`config.mk`:
```
export PLATFORM = sky130hd
export DESIGN_NAME = periodic_priority_task_scheduler
export DESIGN_NICKNAME = d
export VERILOG_FILES = /design/src/hw/rtl/ppts_pkg.sv /design/src/hw/rtl/periodic_priority_task_scheduler.sv
export VERILOG_INCLUDE_DIRS = /design/src /design/src/hw/rtl
export SDC_FILE = /design/constraint.sdc
export NUM_CORES = 2
export LEC_CHECK = 0
export BUFFER_PORTS_ARGS = -buffer_cell sky130_fd_sc_hd__buf_2
export CAP_MARGIN = 25
export CORE_AREA = 5 5 352 354
export DETAILED_ROUTE_END_ITERATION = 16
export DIE_AREA = 0 0 357 359
export PLACE_DENSITY = 0.63
export SYNTH_ARGS = -nofsm -noshare
export SYNTH_HDL_FRONTEND = slang
export SYNTH_SLANG_ARGS = --single-unit
```
`constraint.sdc`:
```
create_clock -name clk_i -period 10.5 [get_ports clk_i]
set_input_delay 1.575 -clock clk_i [delete_from_list [all_inputs] [get_ports clk_i]]
set_output_delay 1.575 -clock clk_i [all_outputs]
set_load 0.02 [all_outputs]
```
`src/hw/rtl/periodic_priority_task_scheduler_defines.svh`:
```
// assertion macros for the task scheduler
// no dependencies
`ifndef PERIODIC_PRIORITY_TASK_SCHEDULER_DEFINES_SVH
`define PERIODIC_PRIORITY_TASK_SCHEDULER_DEFINES_SVH
`ifndef SYNTHESIS
`define PPTS_ASSERT(label, prop, msg) \
  label: assert property (@(posedge clk_i) disable iff (!rst_ni) prop) else $error(msg);
`define PPTS_ASSERT_NEVER(label, prop, msg) \
  label: assert property (@(posedge clk_i) disable iff (!rst_ni) !(prop)) else $error(msg);
`else
`define PPTS_ASSERT(label, prop, msg)
`define PPTS_ASSERT_NEVER(label, prop, msg)
`endif
`endif

```
`src/hw/rtl/ppts_pkg.sv`:
```
// types and constants shared by the task scheduler
// no dependencies
package ppts_pkg;
  localparam int unsigned MaxSlotsDef = 8;
  localparam int unsigned IdW = 3;
  localparam logic [15:0] Uint16Max = 16'hffff;

  typedef enum logic [2:0] {
    ST_PERIODIC   = 3'd0,
    ST_BACKGROUND = 3'd1,
    ST_IDLE       = 3'd2,
    ST_ADDED      = 3'd3,
    ST_FULL       = 3'd4
  } status_e;

  typedef enum logic {
    REQ_ADD = 1'b0,
    REQ_RUN = 1'b1
  } req_e;

  typedef struct packed {
    logic        req_type;
    logic [31:0] now_tick;
    logic [31:0] task_period;
    logic [31:0] start_delay;
    logic [15:0] task_priority;
  } req_t;

  typedef struct packed {
    logic [2:0]     status;
    logic [IdW-1:0] task_id;
    logic           last;
  } rsp_t;
endpackage

```
`src/hw/rtl/periodic_priority_task_scheduler.sv`:
```
// fixed-priority periodic task scheduler, single module
// depends on ppts_pkg and periodic_priority_task_scheduler_defines.svh
//
// Input channel req (valid/ready) carries add or run requests; output channel
// rsp (valid/ready) carries results, the final one of each request has last set.
// Slot period, release tick and priority live in one synchronous memory
// (one read, one write port, registered read data); used and pending bits
// are flip-flops. An add writes the free slot, then passes on to the output.
// A run reads every slot once to mark due tasks, then per emitted task
// scans all slots for the best pending one and advances its release with a
// 32-step restoring divider; it ends with a background or idle result.
// One request is handled at a time; results leave through a single output
// register, and a stalled receiver holds the sequencer until the transfer.
// Reset clears used and pending bits, the fill count and the round-robin
// pointer; memory contents are only used for used slots.
`include "periodic_priority_task_scheduler_defines.svh"
module periodic_priority_task_scheduler #(
  parameter int unsigned MAX_SLOTS = ppts_pkg::MaxSlotsDef
) (
  input  logic           clk_i,
  input  logic           rst_ni,
  input  logic           req_valid_i,
  output logic           req_ready_o,
  input  ppts_pkg::req_t req_i,
  output logic           rsp_valid_o,
  input  logic           rsp_ready_i,
  output ppts_pkg::rsp_t rsp_o
);
  import ppts_pkg::*;

  localparam int unsigned AW = (MAX_SLOTS > 1) ? $clog2(MAX_SLOTS) : 1;
  localparam int unsigned CW = $clog2(MAX_SLOTS + 1);

  typedef struct packed {
    logic [31:0] period;
    logic [31:0] rel;
    logic [15:0] prio;
  } entry_t;

  typedef enum logic [3:0] {
    S_IDLE, S_ADD, S_MARK, S_SCAN, S_ADV_RD, S_DIV, S_ADV_WR, S_BG, S_OUT
  } state_e;

  state_e         state_q;
  state_e         after_q;
  req_t           req_q;
  entry_t         mem [MAX_SLOTS];
  entry_t         rd_q;
  logic [AW-1:0]  raddr;
  logic           we;
  logic [AW-1:0]  waddr;
  entry_t         wdata;
  logic [MAX_SLOTS-1:0] used_q, pend_q, bg_q;
  logic [CW-1:0]  used_cnt_q;
  logic [AW-1:0]  rr_q;
  logic [CW-1:0]  idx_q;
  logic           rd_vld_q;
  logic [AW-1:0]  rd_idx_q;
  logic           best_vld_q;
  logic [AW-1:0]  best_q;
  logic [15:0]    best_prio_q;
  logic [31:0]    quo_q, rem_q, late_q;
  logic [5:0]     dcnt_q;
  logic [32:0]    rem_sh;
  logic [31:0]    adv;
  logic           rsp_valid_q;
  rsp_t           rsp_q;
  logic [AW-1:0]  first_free;
  logic           bg_found;
  logic [AW-1:0]  bg_idx;
  logic [AW:0]    sum;

  always_ff @(posedge clk_i) begin
    if (we) begin
      mem[waddr] <= wdata;
    end
    rd_q <= mem[raddr];
  end

  always_comb begin
    first_free = '0;
    for (int i = MAX_SLOTS - 1; i >= 0; i--) begin
      if (!used_q[i]) first_free = AW'(i);
    end
  end

  always_comb begin
    bg_found = 1'b0;
    bg_idx = '0;
    for (int o = MAX_SLOTS - 1; o >= 0; o--) begin
      sum = {1'b0, rr_q} + (AW + 1)'(o);
      if (sum >= (AW + 1)'(MAX_SLOTS)) sum = sum - (AW + 1)'(MAX_SLOTS);
      if (used_q[sum[AW-1:0]] && bg_q[sum[AW-1:0]]) begin
        bg_found = 1'b1;
        bg_idx = sum[AW-1:0];
      end
    end
  end

  assign rem_sh = {rem_q, late_q[31]};
  assign adv = rd_q.rel + (quo_q + 32'd1) * rd_q.period;

  always_comb begin
    raddr = idx_q[AW-1:0];
    if (state_q == S_BG || state_q == S_ADV_RD || state_q == S_DIV ||
        state_q == S_ADV_WR) raddr = best_q;
    we = 1'b0;
    waddr = best_q;
    wdata = rd_q;
    if (state_q == S_ADD) begin
      we = 1'b1;
      waddr = first_free;
      wdata.period = req_q.task_period;
      wdata.rel = req_q.now_tick + req_q.start_delay;
      wdata.prio = req_q.task_priority;
    end else if (state_q == S_ADV_WR) begin
      we = 1'b1;
      wdata.rel = adv;
    end
  end

  assign req_ready_o = (state_q == S_IDLE);
  assign rsp_valid_o = rsp_valid_q;
  assign rsp_o = rsp_q;

  always_ff @(posedge clk_i or negedge rst_ni) begin
    if (!rst_ni) begin
      state_q <= S_IDLE;
      after_q <= S_IDLE;
      used_q <= '0;
      pend_q <= '0;
      bg_q <= '0;
      used_cnt_q <= '0;
      rr_q <= '0;
      idx_q <= '0;
      rd_vld_q <= 1'b0;
      best_vld_q <= 1'b0;
      rsp_valid_q <= 1'b0;
      dcnt_q <= '0;
    end else begin
      case (state_q)
        S_IDLE: begin
          if (req_valid_i) begin
            req_q <= req_i;
            idx_q <= '0;
            rd_vld_q <= 1'b0;
            best_vld_q <= 1'b0;
            if (req_i.req_type == REQ_ADD) begin
              if (used_cnt_q >= CW'(MAX_SLOTS)) begin
                rsp_q <= '{status: ST_FULL, task_id: '0, last: 1'b1};
                rsp_valid_q <= 1'b1;
                state_q <= S_OUT;
                after_q <= S_IDLE;
              end else begin
                state_q <= S_ADD;
              end
            end else begin
              state_q <= S_MARK;
            end
          end
        end
        S_ADD: begin
          used_q[first_free] <= 1'b1;
          pend_q[first_free] <= 1'b0;
          bg_q[first_free] <= (req_q.task_period == '0);
          used_cnt_q <= used_cnt_q + CW'(1);
          rsp_q <= '{status: ST_ADDED, task_id: IdW'(first_free), last: 1'b1};
          rsp_valid_q <= 1'b1;
          state_q <= S_OUT;
          after_q <= S_IDLE;
        end
        S_MARK: begin
          if (rd_vld_q && used_q[rd_idx_q] && rd_q.period != '0 &&
              !(req_q.now_tick - rd_q.rel >= 32'h8000_0000)) begin
            pend_q[rd_idx_q] <= 1'b1;
          end
          rd_idx_q <= idx_q[AW-1:0];
          if (idx_q == CW'(MAX_SLOTS)) begin
            idx_q <= '0;
            rd_vld_q <= 1'b0;
            best_vld_q <= 1'b0;
            state_q <= S_SCAN;
          end else begin
            rd_vld_q <= 1'b1;
            idx_q <= idx_q + CW'(1);
          end
        end
        S_SCAN: begin
          if (rd_vld_q && used_q[rd_idx_q] && pend_q[rd_idx_q] && !bg_q[rd_idx_q] &&
              (!best_vld_q || rd_q.prio < best_prio_q)) begin
            best_vld_q <= 1'b1;
            best_q <= rd_idx_q;
            best_prio_q <= rd_q.prio;
          end
          rd_idx_q <= idx_q[AW-1:0];
          if (idx_q == CW'(MAX_SLOTS)) begin
            idx_q <= '0;
            rd_vld_q <= 1'b0;
            state_q <= S_BG;
          end else begin
            rd_vld_q <= 1'b1;
            idx_q <= idx_q + CW'(1);
          end
        end
        S_BG: begin
          if (best_vld_q) begin
            state_q <= S_ADV_RD;
          end else begin
            if (bg_found) begin
              rr_q <= (bg_idx == AW'(MAX_SLOTS - 1)) ? '0 : bg_idx + AW'(1);
              rsp_q <= '{status: ST_BACKGROUND, task_id: IdW'(bg_idx), last: 1'b1};
            end else begin
              rsp_q <= '{status: ST_IDLE, task_id: '0, last: 1'b1};
            end
            rsp_valid_q <= 1'b1;
            state_q <= S_OUT;
            after_q <= S_IDLE;
          end
        end
        S_ADV_RD: begin
          state_q <= S_DIV;
          dcnt_q <= '0;
          quo_q <= '0;
          rem_q <= '0;
          late_q <= req_q.now_tick - rd_q.rel;
        end
        S_DIV: begin
          if (rem_sh >= {1'b0, rd_q.period}) begin
            rem_q <= 32'(rem_sh - {1'b0, rd_q.period});
            quo_q <= {quo_q[30:0], 1'b1};
          end else begin
            rem_q <= rem_sh[31:0];
            quo_q <= {quo_q[30:0], 1'b0};
          end
          late_q <= {late_q[30:0], 1'b0};
          dcnt_q <= dcnt_q + 6'd1;
          if (dcnt_q == 6'd31) state_q <= S_ADV_WR;
        end
        S_ADV_WR: begin
          pend_q[best_q] <= 1'b0;
          rsp_q <= '{status: ST_PERIODIC, task_id: IdW'(best_q), last: 1'b0};
          rsp_valid_q <= 1'b1;
          state_q <= S_OUT;
          after_q <= S_SCAN;
          idx_q <= '0;
          rd_vld_q <= 1'b0;
          best_vld_q <= 1'b0;
        end
        S_OUT: begin
          if (rsp_ready_i) begin
            rsp_valid_q <= 1'b0;
            state_q <= after_q;
          end
        end
        default: state_q <= S_IDLE;
      endcase
    end
  end

  `PPTS_ASSERT(a_out_hold, (state_q == S_OUT) |-> rsp_valid_q, "result lost")
  `PPTS_ASSERT_NEVER(a_cnt_range, used_cnt_q > CW'(MAX_SLOTS), "fill count overflow")
  `PPTS_ASSERT(a_cnt_match, $countones(used_q) == int'(used_cnt_q), "fill count mismatch")
  `PPTS_ASSERT_NEVER(a_bg_pend, |(pend_q & bg_q & used_q), "background slot pending")
  `PPTS_ASSERT(a_add_once, (state_q == S_ADD) |=> (state_q == S_OUT), "add sequence broken")
endmodule

```
; Word-level counts from Yosys, hierarchy flattened
; Memory sizes are Yosys's and may differ from the RTL's. A register that Yosys moved wholly into a read port is not among the register bits.
; Index checks and enable logic that the tools add are counted.
[op_classes]
n_reduce_logical = 47
n_addsub = 24
n_eq_ne = 21
multipliers = 1
n_mux = 131
bitwise_logic = 7
magnitude_cmp = 26
[op_table]
columns = op, count
row1 = case mux 32 bit (2 select lines), 3
row2 = 2-to-1 mux 32 bit, 4
row3 = 2-to-1 mux 3 bit, 27
row4 = adder 32 bit, 2
row5 = subtractor 32 bit, 2
row6 = binary-select mux 1 bit (select 3 bit), 19
row7 = 2-to-1 mux 4 bit, 14
row8 = less-than comparator 3 x 4 -> 1 bit (second input constant), 11
row9 = 2-to-1 mux 1 bit, 44
row10 = >= comparator 33 x 32 -> 1 bit, 1
row11 = adder 32 x 1 -> 32 bit (second input constant), 1
row12 = >= comparator 32 bit (second input constant), 1
row13 = >= comparator 4 bit (second input constant), 8
row14 = zero test 32 bit, 1
row15 = multiplier 32 x 32 -> 32 bit, 1
row16 = case mux 4 bit (8 select lines), 1
row17 = nonzero test 32 bit, 1
row18 = 2-to-1 mux 7 bit, 4
row19 = case mux 7 bit (4 select lines), 1
row20 = case mux 8 bit (3 select lines), 1
row21 = subtractor 3 x 1 -> 3 bit (second input constant), 8
row22 = logical AND 1 bit, 17
row23 = adder 3 x 3 -> 4 bit (second input constant), 4
row24 = AND 8 bit, 2
row25 = other kinds (41), 79
[word_totals]
mem_bits_rw = 640
elab_cells = 283
n_memories = 1
in_bits = 117
out_inout_bits = 9
register_bits = 289
[mem_list]
columns = memory, depth, width, rd, rd_ports_with_merged_regs, write_ports, line_no
row1 = mem, 8, 80, 1, 1, 1, periodic_priority_task_scheduler.sv:47  ; entry_t mem [MAX_SLOTS];

; Depth between registers and ports, before layout
[logic_depth]
depth_word = 17
depth_mapped = 33
ltp_nobuf = 32

; Worst setup path before layout
; Ideal clock, no wire load.
[synth_path]
path_type = flip-flop to flip-flop
start = reg quo_q[9]
end = mem mem[0][47] (netlist bit), data pin
required_time_ns = 10.284
stages_incl_launch_ff = 34
t_arrival_ns = 8.157
synth_period_minus_slack_ns = 8.372
setup_time_ns = 0.216
n_path_buf = 1
path_slack_ns = 2.128
cell_sequence = edfxtp_1 -> and4_1 -> nand3_1 -> nor3_1 -> and3_1 -> xnor2_1 -> clkbuf_1 -> nor2_1 -> fa_1 -> fa_1 -> fa_1 -> inv_1 -> fa_1 -> inv_1 -> fa_1 -> inv_1 -> fa_1 -> inv_1 -> fa_1 -> inv_1 -> fa_1 -> inv_1 -> ha_1 -> nor2_1 -> nor2_1 -> a31o_2 -> a21o_1 -> nor2b_1 -> nor3_1 -> o21ai_0 -> a21o_1 -> a21oi_1 -> xnor2_1 -> o21ai_1
[synth_lines]
columns = item, line_no
row1 = "start, declared", periodic_priority_task_scheduler.sv:62  ; logic [31:0] quo_q, rem_q, late_q;
row2 = "start signal, assigned", periodic_priority_task_scheduler.sv:230  ; quo_q <= {quo_q[30:0], 1'b1};
row3 = "start signal, assigned", periodic_priority_task_scheduler.sv:233  ; quo_q <= {quo_q[30:0], 1'b0};
row4 = "end, declared", periodic_priority_task_scheduler.sv:47

==> flow_summary.json <==
{
  "clock-root-buffer": "sky130_fd_sc_hd__clkbuf_16",
  "slew_headroom": 0.2740,
  "route.detailed.vias_per_inst": 5.636,
  "holdCritPathClass": "reg2reg",
  "layout.cells.most_common_list": "sky130_fd_sc_hd__edfxtp_1 (877), sky130_fd_sc_hd__inv_1 (573), sky130_fd_sc_hd__fa_1 (441)",
  "timing.final.setup_violations": 0,
  "ys_warns": 0,
  "critPathLaunchType": "register",
  "cp_data_arrival_time_ps": 9850,
  "cts_sinks": 1006,
  "clk_path_buf_depth": 3,
  "grt_usage": 0.2423,
  "nFillCells": 10150,
  "synth.avg_cell_area_um2": 12.77,
  "layout_overhead_on_the_synthesized_area_pct": 10.79,
  "place.detailed.hpwl_mm": 105.9,
  "synth_seq_cells": 1006,
  "grt_first_pass_wirelength_mm": 234.8,
  "fin_crit_sh": 0.8984,
  "tritoncts": "yes",
  "setup_tns_ps": 0,
  "wl_per_cell_um": 23.62,
  "seq_area_frac_synth": 0.4890,
  "drt_first_pass_iters": 5,
  "skew_ps": 25.94,
  "critical_path.slowest_cell": "sky130_fd_sc_hd__o21ai_0",
  "async_flop_share": 0.04871,
  "hold_viol_final": 0,
  "setup.reg_to_reg.worst_slack_ps": 1070,
  "timing.fmax_mhz": 106.0,
  "standard_cell_core_area_mm2": 0.1208,
  "worstSetupPathType": "reg2reg",
  "worst_path_largest_cell_delay_ps": 670,
  "netlist_area_mm2": 0.05964,
  "vias": 36810,
  "io-pin-count": 126,
  "gpl.final_weighted_congestion": 0.9286,
  "die_width_um": 357,
  "critical-path-top-cell-by-count": "sky130_fd_sc_hd__fa_1",
  "final_common_cell": "sky130_fd_sc_hd__edfxtp_1",
  "portBuffers": 125,
  "crit-reg2reg-capture": "mem[2][44]",
  "maxcap_viol_count": 0,
  "endpoint": "mem[2][44]",
  "synth_edf_count": 877,
  "first_global_vias": 38320,
  "cp-startpoint": "quo_q[1]",
  "postCtsSetupRepairBufs": 0,
  "clock_latency_reported_for_the_late_side_of_the_worst_skew_pair_ps": 740,
  "cts_repair_resize_count": 0,
  "rr_startpoint": "quo_q[1]",
  "maximum_number_of_pins_on_one_net_before_global_route_repair": 161,
  "worst-endpoint-required_ps": 10920,
  "drc": 0,
  "antenna_violations_before_repair": 1,
  "yosys_most_used_dff": "sky130_fd_sc_hd__edfxtp_1",
  "synthesis.nets": 5472,
  "layout-drive-gt1-share": 0.1443,
  "cts_htree_levels": 3,
  "report.final.slew_viol_count": 0,
  "initial_core_utilization": 0.4939,
  "clk_transition_reported_paths_ps": 60,
  "detail_route.wirelength_mm": 154.3,
  "die-height_um": 359,
  "holdBufCountCts": 0,
  "ant_nets": 0,
  "post-route-util": 0.5472,
  "status": "complete, no violations",
  "period_minus_slack_ps": 9433,
  "worst_setup_path_end_kind": "register",
  "rows": 128,
  "global_route.overflow_total": 0,
  "number_of_instances_in_the_synthesized_netlist": 4672,
  "finish.net_count": 5611,
  "synthDistinctLibCells": 82,
  "timing_worst_slew_pin_value_ps": 1078,
  "die_area_mm2": 0.1282,
  "cts_made_buffers": 106,
  "drtIter0Drc": 3215,
  "crit_fanout": 9,
  "grt_setup_unrepaired": "no",
  "worst_r2r_path_depth": 30
}
==> critical path, delay by kind of cell, from the launching register on <==
kind            cells  cell delay (ps)
simple gates        6             1160
fa+ha+maj          10             4750
buf+inv             7              600
flops               1              460
compound gates      5             1670
xor+xnor            2              470
==> metal layers <==
layer / part of all wire / track usage / vias up / wire length [um]
li1: - / - / 16450 / -
met1: 0.42 / 0.3318 / 18880 / 64460
met2: 0.48 / 0.3952 / 1236 / 74110
met3: 0.071 / 0.04459 / 245 / 10920
met4: 0.031 / 0.07802 / 0 / 4784
met5: 0 / 0 / - / 0
==> flip-flops by register name, indices dropped and copies added (netlist names) <==
| register | count |
|---|---|
| best_prio_q | 16 |
| rem_q | 32 |
| bg_q | 8 |
| rsp_o | 7 |
| pend_q | 8 |
| rr_q | 3 |
| after_q | 1 |
| req_q | 112 |
| late_q | 32 |
| idx_q | 4 |
| quo_q | 32 |
| dcnt_q | 6 |
| mem | 640 |
| rd_idx_q | 3 |
| best_q | 3 |
| used_cnt_q | 4 |
| rd_vld_q | 1 |
| rsp_valid_o | 1 |
| rd_q | 80 |
| used_q | 8 |
| best_vld_q | 1 |
| state_q | 4 |
==> synthesized netlist by cell type (all sizes together), types with 5 or more instances <==
| library cell | instances | area [um^2] |
|---|---|---|
| a211oi | 16 | 120.1 |
| a21boi | 9 | 67.56 |
| a21o | 68 | 510.5 |
| a21oi | 137 | 689.4 |
| a22oi | 19 | 142.6 |
| a31o | 6 | 52.55 |
| a31oi | 19 | 118.9 |
| a41o | 5 | 50.05 |
| and2 | 71 | 444.2 |
| and3 | 51 | 320.3 |
| and4 | 8 | 72.57 |
| buf | 37 | 161.4 |
| clkbuf | 145 | 544.3 |
| clkinv | 6 | 22.52 |
| dfrtp | 49 | 1226 |
| dfxtp | 80 | 1602 |
| edfxtp | 877 | 26340 |
| fa | 441 | 8828 |
| ha | 242 | 3028 |
| inv | 573 | 2151 |
| mux2 | 90 | 1013 |
| mux2i | 48 | 480.5 |
| mux4 | 161 | 3626 |
| nand2 | 392 | 1481 |
| nand2b | 47 | 294.0 |
| nand3 | 45 | 225.2 |
| nand4 | 19 | 155.2 |
| nor2 | 430 | 1647 |
| nor2b | 33 | 214.0 |
| nor3 | 30 | 150.1 |
| nor3b | 8 | 65.06 |
| nor4 | 21 | 131.4 |
| o211ai | 6 | 45.04 |
| o21a | 12 | 90.09 |
| o21ai | 163 | 819.5 |
| o21bai | 13 | 97.59 |
| o221ai | 11 | 96.34 |
| o22ai | 7 | 43.79 |
| o31ai | 10 | 75.07 |
| o41ai | 5 | 51.30 |
| or3 | 5 | 31.28 |
| xnor2 | 151 | 1375 |
| xor2 | 65 | 584.3 |
==> metrics by stage <==
| stage | cell area, um^2 | hold WS (ps) | worst slack [ps] | cells |
|---|---|---|---|---|
| 2_1_floorplan | 59640 | 421.3 | 2128 | 4672 |
| 3_3_place_gp | 62440 | 438.9 | 1187 | 6327 |
| 3_5_place_dp | 62440 | 457.8 | 1113 | 6327 |
| 4_1_cts | 66070 | 473.3 | 1092 | 6529 |
| 5_1_grt | 66080 | 482.1 | 491.7 | 6531 |
| 6_report | 66080 | 475.8 | 1067 | 6531 |
==> final cells by class <==
class                      instances  area, um^2  area share
antenna                            1       2.502  0.00003787
multi-input combinational       2905       27770      0.4203
clock buffer                     137        2899     0.04387
tap                             1625        2033     0.03077
inverter                         579        2173     0.03289
timing repair buffer             213        1311     0.01984
sequential                      1006       29160      0.4414
clock inverter                    65       724.4     0.01096
==> how the worst min path moves through the flow <==
stage,from,to,slack (ps),depth (start not counted)
after floorplan,rd_q[0],best_prio_q[0],420,0
after global placement,rd_q[0],best_prio_q[0],440,0
after detailed placement,rd_q[0],best_prio_q[0],460,0
after CTS,rd_q[15],best_prio_q[15],470,0
after global routing,rd_q[15],best_prio_q[15],480,0
final,rd_q[6],best_prio_q[6],480,0
==> cells by family after synthesis <==
family,Yosys count,synth area share
mux,299,0.08585
flops,1006,0.4890
compound gates,536,0.05614
fa+ha+maj,683,0.1988
xor+xnor,216,0.03285
buf+inv,761,0.04827
simple gates,1171,0.08910
Power is left out: the tool's default activity adds up to more than one toggle a clock period on the data nets, which glitch-free logic cannot reach.
